<file path="src/sv/lrts_pkg.sv">
// Shared types and constants for the least-run-time thread scheduler.
// Used by lrts_cell and least_run_time_thread_scheduler_unit.
package lrts_pkg;

    localparam int MAX_THREADS = 16;
    localparam int SLOT_W      = $clog2(MAX_THREADS);
    localparam int CNT_W       = $clog2(MAX_THREADS + 1);

    localparam int CMD_W   = 3;
    localparam int ID_W    = 16;
    localparam int US_W    = 20;
    localparam int TIME_W  = 32;
    localparam int ORDER_W = 32;
    localparam int STAT_W  = 2;

    localparam int IN_BITS  = CMD_W + ID_W + US_W;
    localparam int IN_W     = ((IN_BITS + 7) / 8) * 8;
    localparam int OUT_BITS = 1 + ID_W + STAT_W;
    localparam int OUT_W    = ((OUT_BITS + 7) / 8) * 8;

    // Command codes
    localparam logic [CMD_W-1:0] CMD_CREATE = 3'd0;
    localparam logic [CMD_W-1:0] CMD_TICK   = 3'd1;
    localparam logic [CMD_W-1:0] CMD_YIELD  = 3'd2;
    localparam logic [CMD_W-1:0] CMD_EXIT   = 3'd3;
    localparam logic [CMD_W-1:0] CMD_LOCK   = 3'd4;
    localparam logic [CMD_W-1:0] CMD_UNLOCK = 3'd5;

    // Status codes
    localparam logic [STAT_W-1:0] ST_OK         = 2'd0;
    localparam logic [STAT_W-1:0] ST_FULL       = 2'd1;
    localparam logic [STAT_W-1:0] ST_NO_RUNNING = 2'd2;

    // Candidate handed from cell to cell along the chain
    typedef struct packed {
        logic               found;
        logic [TIME_W-1:0]  run_time;
        logic [ORDER_W-1:0] order;
        logic [SLOT_W-1:0]  slot;
        logic [ID_W-1:0]    user_id;
        logic               free_found;
        logic [SLOT_W-1:0]  free_slot;
    } cand_t;

    // Update controls broadcast from the sequencer to every cell
    typedef struct packed {
        logic               create;
        logic [SLOT_W-1:0]  create_slot;
        logic [ID_W-1:0]    create_id;
        logic [ORDER_W-1:0] create_order;
        logic               charge;
        logic               reorder;
        logic               release_slot;
        logic [SLOT_W-1:0]  run_slot;
        logic [US_W-1:0]    elapsed;
        logic [ORDER_W-1:0] new_order;
    } ctl_t;

endpackage

</file>
<file path="src/sv/lrts_cell.sv">
// One thread slot of the scheduler chain: holds the slot state and
// registers the running best candidate and lowest free slot onward.
// Depends on lrts_pkg.
module lrts_cell (
    input  logic                        clk,
    input  logic                        rst_n,
    input  logic [lrts_pkg::SLOT_W-1:0] slot_idx,
    input  lrts_pkg::ctl_t              ctl,
    input  lrts_pkg::cand_t             cand_in,
    output lrts_pkg::cand_t             cand_out
);

    logic                         used_reg;
    logic [lrts_pkg::ID_W-1:0]    user_id_reg;
    logic [lrts_pkg::TIME_W-1:0]  run_time_reg;
    logic [lrts_pkg::ORDER_W-1:0] order_reg;
    lrts_pkg::cand_t              cand_reg;
    lrts_pkg::cand_t              cand_next;
    logic [lrts_pkg::TIME_W:0]    sum;
    logic                         is_running;
    logic                         take;

    assign is_running = (ctl.run_slot == slot_idx);
    assign sum = {1'b0, run_time_reg}
               + {{(lrts_pkg::TIME_W + 1 - lrts_pkg::US_W){1'b0}}, ctl.elapsed};

    // Slot state updates
    always_ff @(posedge clk or negedge rst_n)
    begin
        if (!rst_n)
        begin
            used_reg <= 1'b0;
        end
        else if (ctl.create && ctl.create_slot == slot_idx)
        begin
            used_reg <= 1'b1;
        end
        else if (ctl.release_slot && is_running)
        begin
            used_reg <= 1'b0;
        end
    end

    always_ff @(posedge clk)
    begin
        if (ctl.create && ctl.create_slot == slot_idx)
        begin
            user_id_reg  <= ctl.create_id;
            run_time_reg <= '0;
            order_reg    <= ctl.create_order;
        end
        else
        begin
            // saturating charge of elapsed time
            if (ctl.charge && is_running)
            begin
                run_time_reg <= sum[lrts_pkg::TIME_W] ? '1 : sum[lrts_pkg::TIME_W-1:0];
            end
            if (ctl.reorder && is_running)
            begin
                order_reg <= ctl.new_order;
            end
        end
    end

    // Compare with incoming candidate; run-time ties go to the lower order, full ties keep lower index
    always_comb
    begin
        take = used_reg &&
               (!cand_in.found ||
                run_time_reg < cand_in.run_time ||
                (run_time_reg == cand_in.run_time && order_reg < cand_in.order));
        cand_next = cand_in;
        if (take)
        begin
            cand_next.found    = 1'b1;
            cand_next.run_time = run_time_reg;
            cand_next.order    = order_reg;
            cand_next.slot     = slot_idx;
            cand_next.user_id  = user_id_reg;
        end
        if (!cand_in.free_found && !used_reg)
        begin
            cand_next.free_found = 1'b1;
            cand_next.free_slot  = slot_idx;
        end
    end

    always_ff @(posedge clk)
    begin
        cand_reg <= cand_next;
    end

    assign cand_out = cand_reg;

endmodule

</file>
<file path="config.mk">
export PLATFORM = sky130hd
export DESIGN_NAME = lrts_cell
export DESIGN_NICKNAME = d
export VERILOG_FILES = /design/src/sv/lrts_pkg.sv /design/src/sv/lrts_cell.sv
export SDC_FILE = /design/constraint.sdc
export NUM_CORES = 1
export LEC_CHECK = 0
export ABC_CLOCK_PERIOD_IN_PS = 2500
export CORE_MARGIN = 2
export CORE_UTILIZATION = 58
export DETAILED_ROUTE_END_ITERATION = 10
export DONT_BUFFER_PORTS = 1
export MAX_ROUTING_LAYER = met4
export PLACE_DENSITY = 0.76
export SLEW_MARGIN = 30
export SYNTH_ARGS = -nofsm -noshare
export SYNTH_HDL_FRONTEND = slang
export SYNTH_SLANG_ARGS = --single-unit
</file>
<file path="constraint.sdc">
create_clock -name clk -period 2.5 [get_ports clk]
set_input_delay 0.25 -clock clk [delete_from_list [all_inputs] [get_ports clk]]
set_output_delay 0.25 -clock clk [all_outputs]
set_load 0.01 [all_outputs]
</file>
==> results.cfg, run 1 <==
[placed_design]
place_area_mm2 = 0.00990
place_congestion = 0.922
dp_cells = 1119
numPortBuffers = 0
dp_hpwl_mm = 18.6
dpl_worst_slack_ns = -0.252

[setup_path]
cp_top_family = simple AND/OR/NAND/NOR gates
critical_path_class = flop to flop
end_kind = flop
path_cells = ha_1 > nand4_1 > buf_4 > or4_4 > a2111oi_4 > a21oi_4 > buf_12 > buf_12 > mux2_4
critPathArrivalTime_ns = 3.05
required_ns = 2.83
crit_path_max_fanout = 8
worst-path-buf-inv = 3
start_kind = flop
crit_slowest_cell = or4_4
crit_path_frequent_cell = buf_12
max_stage_delay_ns = 0.44

[power_and_ir_drop]
sw_frac_of_total_pct = 36.5
power_frac_clock_pct = 22.3
seq_power_share_pct = 33.7
p_leak_nw = 5.86
internal_power_mw = 7.79
net-switching-power_mw = 4.48
powerDensity_mw_per_mm2 = 936
power.ir.vdd_worst_uv = 822
comb_power_share_pct = 44.0

[routing]
wl_met2_mm = 17.4
drt_first_iter_violations = 697
vias = 8461
wl_met3_mm = 3.00
drc = 0
drt_wl_total_mm = 34.8
wl_per_cell_um = 26.4
maxUsedRoutingLayer = met4
ant_nets = 0
wl_met1_mm = 12.1
vias_per_cell = 6.42
first_pass_iters = 5

[yosys]
yosysSeqAreaShare_pct = 43.5
syn_area_mm2 = 0.00899
yosys_warnings = 0
synth-seq-cells = 171
synth_top_area_cell = dfxtp_1
ys.flop_type = dfxtp_1
synth_area_leaders = dfxtp_1, edfxtp_1, ha_1
synth.top_cell.area_share_pct = 27.2
syn_nets = 1159
synth.distinct_cells = 59
synth-edff-count = 48
synthArstFlopShare_pct = 0.585
synth_cells = 867
postSynthAreaPerCell_um2 = 10.4

[global_route]
antenna_found_initial = 2
grt_pass1_vias = 8570
overflow = 0
grt_pass1_wl_mm = 46.3
grt_start_max_net_pins = 41
track_usage_pct = 38.5

[layout]
multiInputGateArea_mm2 = 0.00550
fill_cells = 616
largest_register_ffs = 90
syn_to_final_growth_pct = 45.8
layout.nets = 1406
final_area_mm2 = 0.0131
layout.cells.non_filler = 1317
ff_latch_area_mm2 = 0.00393
drive_gt1_share_pct = 30.4

[outcome]
violations = setup timing
outcome = finished with violations

[sta]
maxSlewHeadroom_pct = 69.3
fin_ws_ns = -0.220
setup_viol = 103
hold_ws_ns = 0.00602
hold_viol = 0
fin_crit_ns = 2.72
rsz0062_at_grt = true
slew_viol_final = 0
skew_ns = 0.0158
fmax_ghz = 0.368
tns_ns = -16.80
worst_pin_slew_ns = 0.458
fin_crit_sh_pct = 109

[clock_tree]
cts_root_buf = clkbuf_16
cts_max_level = 4
path_clk_slew_ns = 0.08
clk_path_buf_depth = 2
cts.sinks = 171
insertion_delay_ns = 0.45
numCtsBuffers = 17
cts_tree = done

[floorplanning]
core_area_mm2 = 0.0152
row_count = 45
start_util_pct = 59.2
die_area_mm2 = 0.0165
io_pins = 298
die_y_um = 129
die_x_um = 129

[job]
cap_violations = 0

[min_path]
hold_path.class = input port to flop
[cell families after synthesis]
group | count (synthesis) | share of synthesized area (%)
and+or+nand+nor | 224 | 11.5
DFF | 171 | 43.5
muxes | 89 | 13.6
buffers and inverters | 99 | 4.79
xor gates and xnor gates | 23 | 2.24
adders and majority gates | 84 | 11.8
AOI/OAI and AO/OA | 177 | 12.7
[cell usage in the layout (no fill, tap or decap), types with 5 or more instances in the layout]
| master | netlist | routed |
|---|---|---|
| nand3_1 | 9 | 9 |
| o21ai_1 | 0 | 9 |
| and3_1 | 12 | 12 |
| dfxtp_1 | 122 | 109 |
| o21ai_0 | 36 | 26 |
| xnor2_1 | 10 | 10 |
| ha_1 | 83 | 57 |
| dlygate4sd3_1 | 0 | 135 |
| a211o_1 | 5 | 5 |
| a211oi_2 | 1 | 6 |
| buf_12 | 0 | 12 |
| a31oi_1 | 29 | 13 |
| buf_4 | 0 | 90 |
| a21o_1 | 18 | 18 |
| buf_6 | 7 | 12 |
| xor2_1 | 13 | 13 |
| nand2_1 | 132 | 129 |
| a211oi_1 | 15 | 6 |
| mux2_4 | 59 | 73 |
| a31oi_4 | 0 | 14 |
| edfxtp_1 | 48 | 48 |
| and4_1 | 8 | 7 |
| clkbuf_16 | 0 | 21 |
| dfxtp_2 | 0 | 11 |
| a21oi_1 | 43 | 39 |
| mux2_2 | 28 | 14 |
| nand4_1 | 11 | 11 |
| nand2b_1 | 6 | 6 |
| nor2_1 | 21 | 21 |
| ha_4 | 0 | 23 |
| inv_1 | 69 | 69 |
| o211ai_1 | 6 | 6 |
[final cells by class]
cell class / count / share of cell area (%)
diodes: 2 / 0.0382
multi-input cells: 597 / 41.9
repair buffers: 257 / 19.7
clock buffers: 20 / 3.64
clock inverters: 12 / 0.964
inverters: 70 / 2.00
well taps: 188 / 1.79
flip-flops and latches: 171 / 30.0
[per-layer routing]
| layer | GRT usage, % | vias up |
|---|---|---|
| li1 | - | 3615 |
| met2 | 64.7 | 593 |
| met3 | 11.3 | 187 |
| met4 | 26.0 | 0 |
| met5 | - | - |
| met1 | 38.7 | 4066 |
[path summary, 6_finish.rpt]
| path | depth (start not counted) | startpoint | slack (ns) | to |
|---|---|---|---|---|
| max in group asynchronous | 2 | rst_n | 1.80 | used_reg$_DFFE_PN0P_ |
| worst max-delay path | 9 | run_time_reg[20]$_SDFFE_PP0P_ | -0.22 | cand_out[18]$_DFF_P_ |
| min in group asynchronous | 2 | rst_n | 0.58 | used_reg$_DFFE_PN0P_ |
| worst min register to register | 1 | user_id_reg[4]$_DFFE_PP_ | 0.49 | cand_out[9]$_DFF_P_ |
| worst min-delay path | 2 | ctl[2] | 0.006 | order_reg[2]$_DFFE_PP_ |
| worst max register to register | 9 | run_time_reg[20]$_SDFFE_PP0P_ | -0.22 | cand_out[18]$_DFF_P_ |
[cells in the mapped netlist (all sizes together), types with 16 or more instances]
library cell and count:
clkbuf 16, nor2 21, o21ai 36, mux2 87
a21oi 43, ha 83, edfxtp 48, a211oi 16
nand2 132, dfxtp 122, a31oi 29, a21o 18
inv 70
[power groups by stage]
stage | combinational, mW | sequential (mW) | clock, mW
2_1_floorplan | 2.61 | 4.00 | 0
3_3_place_gp | 3.73 | 4.08 | 0
3_5_place_dp | 3.81 | 4.08 | 0
4_1_cts | 4.39 | 4.07 | 2.69
5_1_grt | 5.69 | 4.16 | 2.85
6_report | 5.40 | 4.14 | 2.74
[stage by stage]
stage	total power, mW	util [%]
2_1_floorplan	6.62	-
3_3_place_gp	7.81	65.1
3_5_place_dp	7.90	65.1
4_1_cts	11.2	80.9
5_1_grt	12.7	86.3
6_report	12.3	86.3
[repair_timing]
action | in CTS | in global routing
gates cloned | 3 | 3
pin swaps | 26 | 35
resized for setup | 62 | 98
hold endpoints to repair | 120 | 3
setup buffers | 8 | 17
hold buffers | 131 | 4
setup endpoints to repair | 116 | 116
(Power assumes the default switching activity.)
==> run 2, diff against run 1 <==
Settings changed: CORE_ASPECT_RATIO set to 2, CORE_UTILIZATION 58 to 60, CTS_BUF_LIST set to sky130_fd_sc_hd__clkbuf_2 sky130_fd_sc_hd__clkbuf_4 sky130_fd_sc_hd__clkbuf_8, PLACE_DENSITY 0.76 to 0.79, REMOVE_ABC_BUFFERS set to 1.
==> run 2 against run 1 <==
Non-clock buffer count is 37 higher. Global-route usage is 2.5 points higher. Via count is 3.0% higher. Flip-flop and latch count stayed put. The flow still finishes with violations (setup timing).
==> results.cfg, run 2 (synthesis results as in run 1) <==
[outcome]
outcome = finished with violations
violations = setup timing

[setup_path]
required_ns = 2.86
start_kind = flop
worst-path-buf-inv = 4
crit_path_max_fanout = 8
critPathArrivalTime_ns = 3.12
cp_top_family = compound AO/OA/AOI/OAI gates
end_kind = flop
crit_slowest_cell = edfxtp_1
path_cells = ha_1 > a21oi_1 > o21ai_1 > a221oi_2 > buf_4 > a211oi_2 > nand2_1 > a21oi_4 > buf_12 > buf_6 > buf_12 > mux2_2
max_stage_delay_ns = 0.45
r2r_slack_ns = -0.26
critical_path_class = flop to flop
crit_path_frequent_cell = buf_12

[layout]
syn_to_final_growth_pct = 45.5
drive_gt1_share_pct = 29.4
layout.nets = 1443
largest_register_ffs = 90
fin_util_pct = 88.8
final_common_cell = dlygate4sd3_1
num_antenna_cells = 0
final_cell_mix = dlygate4sd3_1, nand2_1, dfxtp_1
layout.cells.non_filler = 1359

[routing]
drc = 0
vias_per_cell = 6.41
vias = 8714
first_pass_iters = 5
ant_nets = 0
drt_first_iter_violations = 673
drt_wl_total_mm = 35.2
wl_per_cell_um = 25.9

[min_path]
hold_path.class = input port to flop

[global_route]
grt_start_max_net_pins = 49
grt_pass1_vias = 9112
grt_pass1_wl_mm = 48.9
track_usage_pct = 41.0
overflow = 0
antenna_found_initial = 0

[clock_tree]
clk_path_buf_depth = 2
cts.sinks = 171
path_clk_slew_ns = 0.09
cts_tree = done
cts_max_level = 4
insertion_delay_ns = 0.48
numCtsBuffers = 17
cts_root_buf = clkbuf_8

[sta]
hold_viol = 0
fin_crit_ns = 2.76
hold_ws_ns = 0.00488
worst_pin_slew_ns = 0.575
fin_crit_sh_pct = 111
fmax_ghz = 0.362
slew_viol_final = 0
maxSlewHeadroom_pct = 61.7
setup_viol = 107
rsz0062_at_grt = true
fin_ws_ns = -0.263
skew_ns = 0.0218

[floorplanning]
core_area_mm2 = 0.0147
row_count = 63
die_y_um = 177
start_util_pct = 61.0
io_pins = 298
die_x_um = 90.6
die_area_mm2 = 0.0160

[power_and_ir_drop]
power.ir.vdd_worst_uv = 785
powerDensity_mw_per_mm2 = 883
p_leak_nw = 5.81

[job]
cap_violations = 0

[placed_design]
dp_cells = 1116
dp_hpwl_mm = 18.4
numPortBuffers = 0
place_congestion = 0.955
dpl_worst_slack_ns = -0.462
## run 2: layout make-up
class	instances	area, um2
multi-input cells	597	5350
flip-flops and latches	171	3930
fillers	575	1650
repair buffers	294	2910
clock buffers	18	241
clock inverters	14	148
inverters	70	263
well taps	195	244
## run 2: layer usage
layer  global-route usage (%)  wire length (um)  vias up
met2                     75.2             18400      631
li1                         -                 -     3678
met3                     9.07              2540      278
met5                        -                 0        -
met4                     29.3              3150        0
met1                     36.2             11100     4127
## run 2: per-stage QoR
stage	area, um2	setup TNS, ns	power (mW)
2_1_floorplan	8820	-477.74	6.48
5_1_grt	13100	-25.31	11.9
4_1_cts	12600	-9.30	10.7
3_5_place_dp	9750	-40.23	7.78
6_report	13100	-17.48	11.6
3_3_place_gp	9750	-36.56	7.67
## run 2: report_power, final
part | internal, mW | leakage [nW] | switching (mW)
clock network | 0.903 | 0.197 | 1.12
logic | 2.83 | 4.14 | 2.54
registers | 3.51 | 1.47 | 0.651
## run 2: repair_timing
item | 4_1_cts | 5_1_grt
hold buffers | 175 | 2
gates cloned | 5 | 1
setup endpoints to repair | 116 | 116
endpoints found under the hold margin | 138 | 2
setup buffers | 23 | 9
gates resized for setup | 90 | 66
pin swaps | 36 | 45
## run 2: final timing paths
kind / start / end / cells past startpoint
min in group asynchronous: rst_n / used_reg$_DFFE_PN0P_ / 2
worst min-delay path: ctl[29] / order_reg[29]$_DFFE_PP_ / 2
worst max register to register: order_reg[17]$_DFFE_PP_ / cand_out[17]$_DFF_P_ / 12
max in group asynchronous: rst_n / used_reg$_DFFE_PN0P_ / 2
worst max-delay path: order_reg[17]$_DFFE_PP_ / cand_out[17]$_DFF_P_ / 12
worst min register to register: user_id_reg[9]$_DFFE_PP_ / cand_out[14]$_DFF_P_ / 1
## run 2: worst register-to-register path: stages (launching register included)
cell and delay [ns]:
edfxtp_1 0.45, ha_1 0.35, a21oi_1 0.10, o21ai_1 0.19, a221oi_2 0.09, buf_4 0.16, a211oi_2 0.20, nand2_1 0.14
a21oi_4 0.21, buf_12 0.13, buf_6 0.13, buf_12 0.14, mux2_2 0.36
